==> config.mk <==
export PLATFORM = sky130hd
export DESIGN_NAME = sequential_list_engine_core
export DESIGN_NICKNAME = d
export VERILOG_FILES = /design/src/hw/rtl/sle_pkg.sv /design/src/hw/rtl/sequential_list_engine_core.sv /design/src/hw/rtl/sle_ram.sv /design/src/hw/rtl/sle_datapath.sv /design/src/hw/rtl/sle_ctrl.sv
export SDC_FILE = /design/constraint.sdc
export NUM_CORES = 1
export LEC_CHECK = 0
export BUFFER_PORTS_ARGS = -buffer_cell sky130_fd_sc_hd__buf_2
export CAP_MARGIN = 10
export CORE_MARGIN = 5
export CORE_UTILIZATION = 30
export CTS_BUF_LIST = sky130_fd_sc_hd__clkbuf_8
export DETAILED_ROUTE_END_ITERATION = 10
export PLACE_DENSITY_LB_ADDON = 0.25
export SLEW_MARGIN = 20
export SYNTH_ARGS = -nofsm -noshare
export SYNTH_HDL_FRONTEND = slang
export SYNTH_SLANG_ARGS = --single-unit
export TNS_END_PERCENT = 10
==> constraint.sdc <==
create_clock -name clk -period 8.9 [get_ports clk]
set_input_delay 0.445 -clock clk [delete_from_list [all_inputs] [get_ports clk]]
set_output_delay 0.445 -clock clk [all_outputs]
set_load 0.02 [all_outputs]
==> src/hw/rtl/sle_pkg.sv <==
`default_nettype none
package sle_pkg;

    localparam logic [1:0] CMD_FIND      = 2'd0;
    localparam logic [1:0] CMD_INSERT    = 2'd1;
    localparam logic [1:0] CMD_DELETE    = 2'd2;
    localparam logic [1:0] CMD_PARTITION = 2'd3;

    localparam logic [1:0] ST_OK       = 2'd0;
    localparam logic [1:0] ST_FULL     = 2'd1;
    localparam logic [1:0] ST_BADPOS   = 2'd2;
    localparam logic [1:0] ST_NOTFOUND = 2'd3;

    typedef struct packed {
        logic load;
        logic put;
        logic scan_start;
        logic scatter_start;
        logic finish;
    } dp_cmd_t;

    typedef struct packed {
        logic [1:0] op;
        logic       fail;
        logic       scan_done;
        logic       scatter;
    } dp_stat_t;

endpackage
`default_nettype wire

==> src/hw/rtl/sequential_list_engine_core.sv <==
// Find, insert, delete and partition each walk the list RAM, one entry per cycle;
// partition walks it twice. A rejected insert or delete skips the walk.
// One request at a time; the next request is taken in the cycle done is high.
// done is a one-cycle strobe; the receiver cannot stall.
// Reset empties the list; entry storage is not cleared and needs no clearing pass.
`default_nettype none
module sequential_list_engine_core #(
    parameter int CAPACITY = 16
) (
    input  wire logic               clk,
    input  wire logic               rst_n,
    input  wire logic               start,
    output logic                    busy,
    input  wire logic [1:0]         command,
    input  wire logic signed [31:0] value,
    input  wire logic [4:0]         position,
    output logic                    done,
    output logic [1:0]              status,
    output logic [3:0]              found_index,
    output logic [4:0]              length
);
    import sle_pkg::*;

    dp_cmd_t  cmd;
    dp_stat_t stat;

    sle_ctrl u_ctrl (
        .clk   (clk),
        .rst_n (rst_n),
        .start (start),
        .busy  (busy),
        .cmd   (cmd),
        .stat  (stat)
    );

    sle_datapath #(.CAPACITY(CAPACITY)) u_datapath (
        .clk         (clk),
        .rst_n       (rst_n),
        .cmd         (cmd),
        .stat        (stat),
        .command     (command),
        .value       (value),
        .position    (position),
        .done        (done),
        .status      (status),
        .found_index (found_index),
        .length      (length)
    );

endmodule
`default_nettype wire

==> src/hw/rtl/sle_ram.sv <==
`default_nettype none
module sle_ram #(
    parameter int WIDTH = 32,
    parameter int DEPTH = 16
) (
    input  wire logic                     clk,
    input  wire logic                     we,
    input  wire logic [$clog2(DEPTH)-1:0] waddr,
    input  wire logic [WIDTH-1:0]         wdata,
    input  wire logic [$clog2(DEPTH)-1:0] raddr,
    output logic      [WIDTH-1:0]         rdata
);

    logic [WIDTH-1:0] mem_reg [DEPTH];
    logic [WIDTH-1:0] rdata_reg;

    always_ff @(posedge clk)
    begin
        if (we)
        begin
            mem_reg[waddr] <= wdata;
        end
        rdata_reg <= mem_reg[raddr];
    end

    assign rdata = rdata_reg;

endmodule
`default_nettype wire

==> src/hw/rtl/sle_datapath.sv <==
`default_nettype none
module sle_datapath #(
    parameter int CAPACITY = 16
) (
    input  wire logic               clk,
    input  wire logic               rst_n,
    input  wire sle_pkg::dp_cmd_t   cmd,
    output sle_pkg::dp_stat_t       stat,
    input  wire logic [1:0]         command,
    input  wire logic signed [31:0] value,
    input  wire logic [4:0]         position,
    output logic                    done,
    output logic [1:0]              status,
    output logic [3:0]              found_index,
    output logic [4:0]              length
);
    import sle_pkg::*;

    localparam int CW = $clog2(CAPACITY + 1);
    localparam int AW = $clog2(CAPACITY);
    localparam int EW = (CW > 5) ? CW : 5;

    // control state
    logic [CW-1:0] count_reg;
    logic          bank_reg;
    logic          active_reg;
    logic [CW-1:0] rd_ptr_reg;
    logic          rv_reg;
    logic          scatter_reg;
    logic          found_reg;
    logic          done_reg;

    // payload
    logic [1:0]        op_reg;
    logic [1:0]        status_reg;
    logic signed [31:0] value_reg;
    logic [EW-1:0]     pos_reg;
    logic [CW-1:0]     ridx_reg;
    logic [CW-1:0]     found_idx_reg;
    logic signed [31:0] pivot_reg;
    logic [CW-1:0]     s_reg;
    logic [CW-1:0]     lo_reg;
    logic [CW-1:0]     hi_reg;
    logic [1:0]        status_o_reg;
    logic [3:0]        found_o_reg;
    logic [4:0]        length_o_reg;

    logic [1:0]    load_status;
    logic [EW-1:0] pos_in_ext;
    logic [EW-1:0] cnt_ext;
    logic [EW-1:0] ridx_ext;
    logic [EW-1:0] found_ext;
    logic [EW-1:0] len_ext;
    logic [CW-1:0] count_after;
    logic [CW-1:0] ridx_inc;
    logic [CW-1:0] ridx_dec;
    logic          fail;
    logic          issue;
    logic          smaller;
    logic          match;
    logic [31:0]   rdata;
    logic [31:0]   rd0;
    logic [31:0]   rd1;
    logic          we;
    logic [AW-1:0] waddr;
    logic [31:0]   wdata;

    assign pos_in_ext = EW'(position);
    assign cnt_ext    = EW'(count_reg);
    assign ridx_ext   = EW'(ridx_reg);
    assign found_ext  = EW'(found_idx_reg);
    assign ridx_inc   = ridx_reg + 1'b1;
    assign ridx_dec   = ridx_reg - 1'b1;
    assign fail       = (status_reg != ST_OK);
    assign issue      = active_reg && (rd_ptr_reg < count_reg);
    assign rdata      = bank_reg ? rd1 : rd0;
    assign smaller    = ($signed(rdata) < pivot_reg);
    assign match      = (rdata == value_reg);

    always_comb
    begin
        load_status = ST_OK;
        case (command)
            CMD_INSERT:
            begin
                if (count_reg == CW'(CAPACITY))
                begin
                    load_status = ST_FULL;
                end
                else if (pos_in_ext > cnt_ext)
                begin
                    load_status = ST_BADPOS;
                end
            end
            CMD_DELETE:
            begin
                if (pos_in_ext >= cnt_ext)
                begin
                    load_status = ST_BADPOS;
                end
            end
            default:
            begin
                load_status = ST_OK;
            end
        endcase
    end

    always_comb
    begin
        count_after = count_reg;
        if (!fail && op_reg == CMD_INSERT)
        begin
            count_after = count_reg + 1'b1;
        end
        else if (!fail && op_reg == CMD_DELETE)
        begin
            count_after = count_reg - 1'b1;
        end
    end

    assign len_ext = EW'(count_after);

    // write side of the shadow bank
    always_comb
    begin
        we    = 1'b0;
        waddr = ridx_reg[AW-1:0];
        wdata = rdata;
        if (cmd.put)
        begin
            we    = 1'b1;
            waddr = pos_reg[AW-1:0];
            wdata = value_reg;
        end
        else if (rv_reg)
        begin
            case (op_reg)
                CMD_INSERT:
                begin
                    we    = 1'b1;
                    waddr = (ridx_ext < pos_reg) ? ridx_reg[AW-1:0] : ridx_inc[AW-1:0];
                end
                CMD_DELETE:
                begin
                    we    = (ridx_ext != pos_reg);
                    waddr = (ridx_ext < pos_reg) ? ridx_reg[AW-1:0] : ridx_dec[AW-1:0];
                end
                CMD_PARTITION:
                begin
                    we = scatter_reg;
                    if (ridx_reg == '0)
                    begin
                        waddr = s_reg[AW-1:0];
                    end
                    else if (smaller)
                    begin
                        waddr = lo_reg[AW-1:0];
                    end
                    else
                    begin
                        waddr = hi_reg[AW-1:0];
                    end
                end
                default:
                begin
                    we = 1'b0;
                end
            endcase
        end
    end

    sle_ram #(.WIDTH(32), .DEPTH(CAPACITY)) u_bank0 (
        .clk   (clk),
        .we    (we & bank_reg),
        .waddr (waddr),
        .wdata (wdata),
        .raddr (rd_ptr_reg[AW-1:0]),
        .rdata (rd0)
    );

    sle_ram #(.WIDTH(32), .DEPTH(CAPACITY)) u_bank1 (
        .clk   (clk),
        .we    (we & ~bank_reg),
        .waddr (waddr),
        .wdata (wdata),
        .raddr (rd_ptr_reg[AW-1:0]),
        .rdata (rd1)
    );

    always_ff @(posedge clk or negedge rst_n)
    begin
        if (!rst_n)
        begin
            count_reg   <= '0;
            bank_reg    <= 1'b0;
            active_reg  <= 1'b0;
            rd_ptr_reg  <= '0;
            rv_reg      <= 1'b0;
            scatter_reg <= 1'b0;
            found_reg   <= 1'b0;
            done_reg    <= 1'b0;
        end
        else
        begin
            if (cmd.scan_start || cmd.scatter_start)
            begin
                active_reg <= 1'b1;
                rd_ptr_reg <= '0;
            end
            else if (active_reg)
            begin
                if (issue)
                begin
                    rd_ptr_reg <= rd_ptr_reg + 1'b1;
                end
                else
                begin
                    active_reg <= 1'b0;
                end
            end
            rv_reg <= issue;

            if (cmd.load)
            begin
                scatter_reg <= 1'b0;
                found_reg   <= 1'b0;
            end
            else
            begin
                if (cmd.scatter_start)
                begin
                    scatter_reg <= 1'b1;
                end
                if (rv_reg && op_reg == CMD_FIND && match)
                begin
                    found_reg <= 1'b1;
                end
            end

            done_reg <= cmd.finish;
            if (cmd.finish && !fail)
            begin
                count_reg <= count_after;
                if (op_reg != CMD_FIND)
                begin
                    bank_reg <= ~bank_reg;
                end
            end
        end
    end

    always_ff @(posedge clk)
    begin
        ridx_reg <= rd_ptr_reg;
        if (cmd.load)
        begin
            op_reg        <= command;
            value_reg     <= value;
            pos_reg       <= pos_in_ext;
            status_reg    <= load_status;
            s_reg         <= '0;
            found_idx_reg <= '0;
        end
        if (cmd.scatter_start)
        begin
            lo_reg <= s_reg - 1'b1;
            hi_reg <= s_reg + 1'b1;
        end
        if (rv_reg)
        begin
            if (op_reg == CMD_FIND && !found_reg && match)
            begin
                found_idx_reg <= ridx_reg;
            end
            if (op_reg == CMD_PARTITION && !scatter_reg)
            begin
                if (ridx_reg == '0)
                begin
                    pivot_reg <= $signed(rdata);
                end
                else if (smaller)
                begin
                    s_reg <= s_reg + 1'b1;
                end
            end
            if (op_reg == CMD_PARTITION && scatter_reg && ridx_reg != '0)
            begin
                if (smaller)
                begin
                    lo_reg <= lo_reg - 1'b1;
                end
                else
                begin
                    hi_reg <= hi_reg + 1'b1;
                end
            end
        end
        if (cmd.finish)
        begin
            length_o_reg <= len_ext[4:0];
            if (op_reg == CMD_FIND)
            begin
                status_o_reg <= found_reg ? ST_OK : ST_NOTFOUND;
                found_o_reg  <= found_reg ? found_ext[3:0] : 4'd0;
            end
            else
            begin
                status_o_reg <= status_reg;
                found_o_reg  <= 4'd0;
            end
        end
    end

    assign stat.op        = op_reg;
    assign stat.fail      = fail;
    assign stat.scan_done = !active_reg && !rv_reg;
    assign stat.scatter   = scatter_reg;

    assign done        = done_reg;
    assign status      = status_o_reg;
    assign found_index = found_o_reg;
    assign length      = length_o_reg;

endmodule
`default_nettype wire

==> src/hw/rtl/sle_ctrl.sv <==
`default_nettype none
module sle_ctrl (
    input  wire logic             clk,
    input  wire logic             rst_n,
    input  wire logic             start,
    output logic                  busy,
    output sle_pkg::dp_cmd_t      cmd,
    input  wire sle_pkg::dp_stat_t stat
);
    import sle_pkg::*;

    localparam logic [2:0] S_IDLE   = 3'd0;
    localparam logic [2:0] S_CHECK  = 3'd1;
    localparam logic [2:0] S_PUT    = 3'd2;
    localparam logic [2:0] S_SCAN   = 3'd3;
    localparam logic [2:0] S_FINISH = 3'd4;

    logic [2:0] state_reg;
    logic [2:0] state_next;

    always_comb
    begin
        state_next = state_reg;
        cmd        = '0;
        unique case (state_reg)
            S_IDLE:
            begin
                if (start)
                begin
                    cmd.load   = 1'b1;
                    state_next = S_CHECK;
                end
            end
            S_CHECK:
            begin
                if (stat.fail)
                begin
                    state_next = S_FINISH;
                end
                else if (stat.op == CMD_INSERT)
                begin
                    state_next = S_PUT;
                end
                else
                begin
                    cmd.scan_start = 1'b1;
                    state_next     = S_SCAN;
                end
            end
            S_PUT:
            begin
                cmd.put        = 1'b1;
                cmd.scan_start = 1'b1;
                state_next     = S_SCAN;
            end
            S_SCAN:
            begin
                if (stat.scan_done)
                begin
                    if (stat.op == CMD_PARTITION && !stat.scatter)
                    begin
                        cmd.scatter_start = 1'b1;
                    end
                    else
                    begin
                        state_next = S_FINISH;
                    end
                end
            end
            S_FINISH:
            begin
                cmd.finish = 1'b1;
                state_next = S_IDLE;
            end
            default:
            begin
                state_next = S_IDLE;
            end
        endcase
    end

    always_ff @(posedge clk or negedge rst_n)
    begin
        if (!rst_n)
        begin
            state_reg <= S_IDLE;
        end
        else
        begin
            state_reg <= state_next;
        end
    end

    assign busy = (state_reg != S_IDLE);

endmodule
`default_nettype wire

# Word-level counts from Yosys, hierarchy flattened
# Memories as Yosys holds them, arrays and structs flattened. A register that Yosys moved wholly into a read port is not among the register bits.
# Cells that the tools add are included.
# word_totals
regBits	128
ram_bits	1024
in_bits	42
out_inout_bits	13
elab_cells	156
n_memories	2
# op_classes
add_sub_neg	9
magnitude_cmp	5
n_eq_ne	15
muxes	66
bitwise_logic	3
n_reduce_logical	34
# memory_table
name	words	word_bits	read_ports	rd_clocked_by_memory_dff	write_ports	line_no	text
u_datapath.u_bank0.mem_reg	16	32	1	1	1	sle_ram.sv:14	logic [WIDTH-1:0] mem_reg [DEPTH];
u_datapath.u_bank1.mem_reg	16	32	1	1	1	sle_ram.sv:14	
# ops
cell	n
5-bit two-way mux	21
32-bit two-way mux	2
32-bit equality test	1
32-bit less-than comparator	1
4-bit two-way mux	6
1-bit two-way mux	23
5-bit by 1-bit adder with 5-bit output, second input constant	4
5-bit by 1-bit subtractor with 5-bit output, second input constant	3
1-bit logical AND	12
3-bit two-way mux	4
3-bit case mux with 4 select lines	1
4-bit case mux with 3 select lines	1
2-bit nonzero test	6
5-bit less-than comparator	2
2-bit two-way mux	5
2-bit equality test, second input constant	3
3-bit by 2-bit equality test with 1-bit output, second input constant	2
2-bit != test, second input constant	3
2-bit AND reduction	3
3-bit AND reduction	2
5-bit equality test, second input constant	1
5-bit >= comparator	1
5-bit > comparator	1
1-bit logical NOT	5
17 further kinds	19

# Depth between registers and ports, before layout
# depth
ltp_word	9
depth_mapped	15
depth_no_buf	12

# By module
# From an unflattened synthesis, not the netlist that was laid out.
# hier_totals
cells_unflattened	2369
hier_area_um2	47295.4
# modules_own_cells
module	instances	cells_per_inst	area_per_inst_um2	seq_area_each_um2
sle_ram at u_datapath.u_bank1	1	838	19854.0	16015.4
sle_ram at u_datapath.u_bank0	1	838	19835.3	16015.4
sle_datapath	1	667	7368.3	3343.2
sle_ctrl	1	26	237.7	75.1

# Least setup slack after synthesis
# No wires, ideal clock.
# synth_timing
kind	flip-flop to flip-flop
startpoint	reg u_datapath.bank_reg
endpoint	mem u_datapath.u_bank0.mem_reg[4][0], enable pin
setup_time_ns	0.461
t_arrival_ns	5.976
t_required_ns	8.439
path_slack_ns	2.463
stages_incl_launch_ff	16
path_buffers	3
period_less_slack_ns	6.437
path_cell_list	dfrtp_1 buf_4 buf_1 mux2i_1 inv_1 ha_1 and2_1 a221o_1 a221oi_1 o21bai_1 or3_1 a221oi_2 o21ai_2 or2_0 buf_2 nor3_1
# synth_via
elab_chain_cells	7
elab_cells_between_ends	10
classes_between	order compare: 1; mux: 8; bitwise: 1
# synth_rtl
element	line_no	text
from (decl)	sle_datapath.sv:25	logic bank_reg;
from (signal assigned)	sle_datapath.sv:247	bank_reg <= ~bank_reg;
32-bit two-way mux	sle_datapath.sv:76	assign rdata = bank_reg ? rd1 : rd0;
net u_datapath.rdata[11]	sle_datapath.sv:61	logic [31:0] rdata;
32-bit less-than comparator	sle_datapath.sv:77	assign smaller = ($signed(rdata) < pivot_reg);
4-bit two-way mux	sle_datapath.sv:156	else if (smaller)
4-bit two-way mux	sle_datapath.sv:152	if (ridx_reg == '0)
4-bit case mux with 3 select lines	sle_datapath.sv:138	case (op_reg)
4-bit two-way mux	sle_datapath.sv:136	else if (rv_reg)
4-bit two-way mux	sle_datapath.sv:130	if (cmd.put)
to (decl)	sle_ram.sv:14	
# The timed path passes the listed nets, and every way through them passes these cells.

# Final worst setup path
# layout_timing
startpoint	reg u_datapath.bank_reg
endpoint	mem u_datapath.u_bank1.mem_reg[2][9], enable pin
# layout_via
elab_chain_cells	7
elab_cells_between_ends	11
classes_between	order compare: 1; mux: 8; bitwise: 2
# layout_rtl
element	line_no
32-bit two-way mux	sle_datapath.sv:76
net u_datapath.rdata[31]	sle_datapath.sv:61
32-bit less-than comparator	sle_datapath.sv:77
4-bit two-way mux	sle_datapath.sv:156
4-bit two-way mux	sle_datapath.sv:152
4-bit case mux with 3 select lines	sle_datapath.sv:138
4-bit two-way mux	sle_datapath.sv:136
4-bit two-way mux	sle_datapath.sv:130
to (decl)	sle_ram.sv:14
# The timed path passes the listed nets, and every way through them passes these cells.

==> impl_metrics.csv <==
group,metric,value,unit
critical_path,rr_startpoint,"u_datapath.bank_reg$_DFFE_PN0P_",
clock_tree,cts_tree,"built",
yosys,synth_top_family_by_area,"multiplexers",
yosys,synth_compound_area_share,1.83,%
clock_tree,numCtsBuffers,192,
place,port_buffers,54,
power,power_density,334,mW/mm2
yosys,syn_inst,2249,
clock_tree,cts_buffer_depth,3,
critical_path,critPathKind,"reg2reg",
yosys,synth-edff-count,1108,
power,peakVddDrop,0.212,mV
global_routing,grt_pass1_vias,24100,
yosys,synth_area,0.0470,mm2
global_routing,antenna_found_initial,12,
timing,finalCritPeriodShare,65.7,%
yosys,synth_cell_types,65,
yosys,synth.area.top_cells,"edfxtp_1 (71%), mux4_2 (15%), dfxtp_1 (3.6%)",
routing,wire_per_inst,25.9,um
timing,finalSetupViolCount,0,
yosys,postSynthAreaPerCell,20.9,um2
global_routing,grt_first_pass_wirelength,176000,um
critical_path,critPathMaxFanout,36,
timing,rsz0062_at_grt,"no",
routing,drc,0,
timing,finalSetupTns,0,ps
yosys,yosysTopAreaCell,"edfxtp_1",
yosys,synth_top_area_share,70.8,%
clock_tree,cts-htree-levels,4,
global_routing,gr-total-overflow,0,
floorplan,start_util,30.1,%
yosys,synth_common_cells,"edfxtp_1 (1108), mux4_2 (320), inv_1 (89)",
yosys,syn_nets,2348,
cells_and_area,fin_nets,2614,
place,place_congestion,0.847,
critical_path,end_kind,"register",
clock_tree,ctsResizeCount,0,
yosys,seq_area_frac_synth,75.4,%
timing,fmax,171,MHz
critical_path,r2r-end,"u_datapath.u_bank1.mem_reg[2][9]$_DFFE_PP_",
routing,drt_iter0_markers,2415,
yosys,synth-simple-area-share,2.64,%
floorplan,die_h,406,um
timing,finClkSkew,57.2,ps
routing,vias,23500,
global_routing,gr-usage-all-layers,14.9,%
timing,tightest_slew,1140,ps
critical_path,ff2ff_path_depth,13,
routing,wirelength,123000,um
critical_path,r2r_slack,3060,ps
routing,detail_route.vias_per_cell,4.96,
outcome,status,"complete, no violations",
global_routing,grt_max_degree,133,
timing,relSlewSlack,24.2,%
critical_path,crit_path_start_kind,"register",
timing,fin_crit,5840,ps
floorplan,die_w,406,um
timing,final_hold_viol_count,0,
yosys,yosysMostFrequentCell,"edfxtp_1",
critical_path,crit_arrival,6360,ps
cells_and_area,drive_above_1_share,28.6,%
clock_tree,cts_sinks,1212,
clock_tree,cts_root_buf,"clkbuf_8",
power,finalPower,18.3,mW
power,p_leak,17.6,nW
floorplan,core,0.156,mm2
cells_and_area,synthToLayoutAreaGrowth,16.8,%
floorplan,placementRows,145,
clock_tree,clkTransAtPathRegs,70,ps
timing,drv_slew,0,
place,dp_hpwl,76400,um
place,dp_cells,4336,
cells_and_area,final_cell_count_no_fill,4743,
yosys,synth_mux_area_share,16.1,%
yosys,synth_xor_area_share,1.01,%
worst_hold_path,hold_path.class,"in2async",
floorplan,ios,55,
routing,drt-pass1-iter-count,5,
routing,ant_nets,0,
timing,timing.hold.ws,78.7,ps
yosys,synthFlopType,"edfxtp_1",
yosys,yosys.area_share.adder,1.52,%
job,maxCapViolCount,0,
yosys,ys_warn_count,0,
critical_path,cp.required,9410,ps
yosys,yosys_register_bits,1212,
floorplan,dieArea,0.165,mm2
clock_tree,clk_latency,900,ps
yosys,async_flop_share,1.57,%
==> report_power, final <==
part / internal [mW] / total (mW) / switching, mW
Sequential: 8.02 / 8.44 / 0.418
Combinational: 1.77 / 5.35 / 3.58
Clock: 2.34 / 4.54 / 2.21
Total: 12.1 / 18.3 / 6.21
==> per-layer routing <==
layer,wire [um],track usage [%],vias up
met5,0,0,-
met4,1980,3.89,0
met3,8040,2.93,143
met2,55700,22.5,822
met1,57200,22.1,12700
li1,-,-,9798
==> logic make-up after synthesis <==
family | count (synthesis)
AO/OA/AOI/OAI | 138
XOR/XNOR | 54
adder cells (fa/ha/maj) | 57
buffers and inverters | 185
flip-flops | 1212
multiplexers | 356
AND/OR/NAND/NOR | 247
==> how the worst max path moves through the flow <==
stage,startpoint,endpoint,slack (ps),cells after the start
floorplan,u_datapath.bank_reg$_DFFE_PN0P_,u_datapath.u_bank0.mem_reg[4][0]$_DFFE_PP_,2460,15
global placement,u_datapath.bank_reg$_DFFE_PN0P_,u_datapath.u_bank0.mem_reg[12][2]$_DFFE_PP_,2680,12
detailed placement,u_datapath.bank_reg$_DFFE_PN0P_,u_datapath.u_bank1.mem_reg[2][21]$_DFFE_PP_,2750,13
CTS,u_datapath.bank_reg$_DFFE_PN0P_,u_datapath.u_bank1.mem_reg[2][9]$_DFFE_PP_,2730,13
global route,u_datapath.bank_reg$_DFFE_PN0P_,u_datapath.u_bank1.mem_reg[2][23]$_DFFE_PP_,2670,13
finish,u_datapath.bank_reg$_DFFE_PN0P_,u_datapath.u_bank1.mem_reg[2][9]$_DFFE_PP_,3060,13
==> metrics by stage <==
step                      instance area, um2  util, %  worst slack [ps]
final                                  54900     35.2              3060
after global routing                   54900     35.2              2670
after CTS                              54800     35.1              2730
after detailed placement               50700     32.5              2750
after global placement                 50300     32.2              2680
after floorplan                        47000        -              2460
==> layout make-up <==
| class | instances | area [um2] |
|---|---|---|
| Clock inverter | 155 | 891 |
| Clock buffer | 204 | 2810 |
| Antenna cell | 5 | 12.5 |
| Timing Repair Buffer | 168 | 1600 |
| Inverter | 89 | 334 |
| Sequential cell | 1212 | 35500 |
| Fill cell | 14500 | 101000 |
| Multi-Input combinational cell | 852 | 11200 |
| Tap cell | 2058 | 2570 |
==> worst max-delay path: stages (launching register included) <==
cell	delay, ps
dfrtp_4	870
mux2i_1	470
inv_1	120
ha_1	470
and4_1	300
nand4_1	250
a311oi_2	350
nor4_2	120
nor4_2	420
a221oi_2	150
o21ai_2	350
or3b_1	560
nor2_4	530
buf_4	450
==> cell usage in the layout, fill, tap and decap left out, types with 6 or more instances in the layout <==
cell type,n
clkinv_2,26
buf_2,54
nand3_1,16
clkinv_1,38
edfxtp_1,1108
nor3_1,10
xor2_1,10
nor2_1,67
buf_4,49
a21o_1,8
clkbuf_8,204
buf_12,15
ha_1,57
mux2i_1,36
a31oi_1,6
inv_1,159
nand4_1,12
nor2_4,20
o21ai_0,24
xnor2_1,44
nand2b_1,10
dlygate4sd3_1,41
bufinv_16,7
nor3_2,9
mux4_2,320
nor2b_1,7
nand2_1,43
dfxtp_1,85
a21oi_4,10
dfrtp_1,14
a21oi_1,45
and3_1,7
buf_16,9
nor4_1,11
==> timing repair <==
action	CTS	global route
hold buffers	41	0
setup endpoints to repair	0	0
buffers inserted	0	0
hold endpoints to repair	61	0
Power figures use the tool's default switching activity.
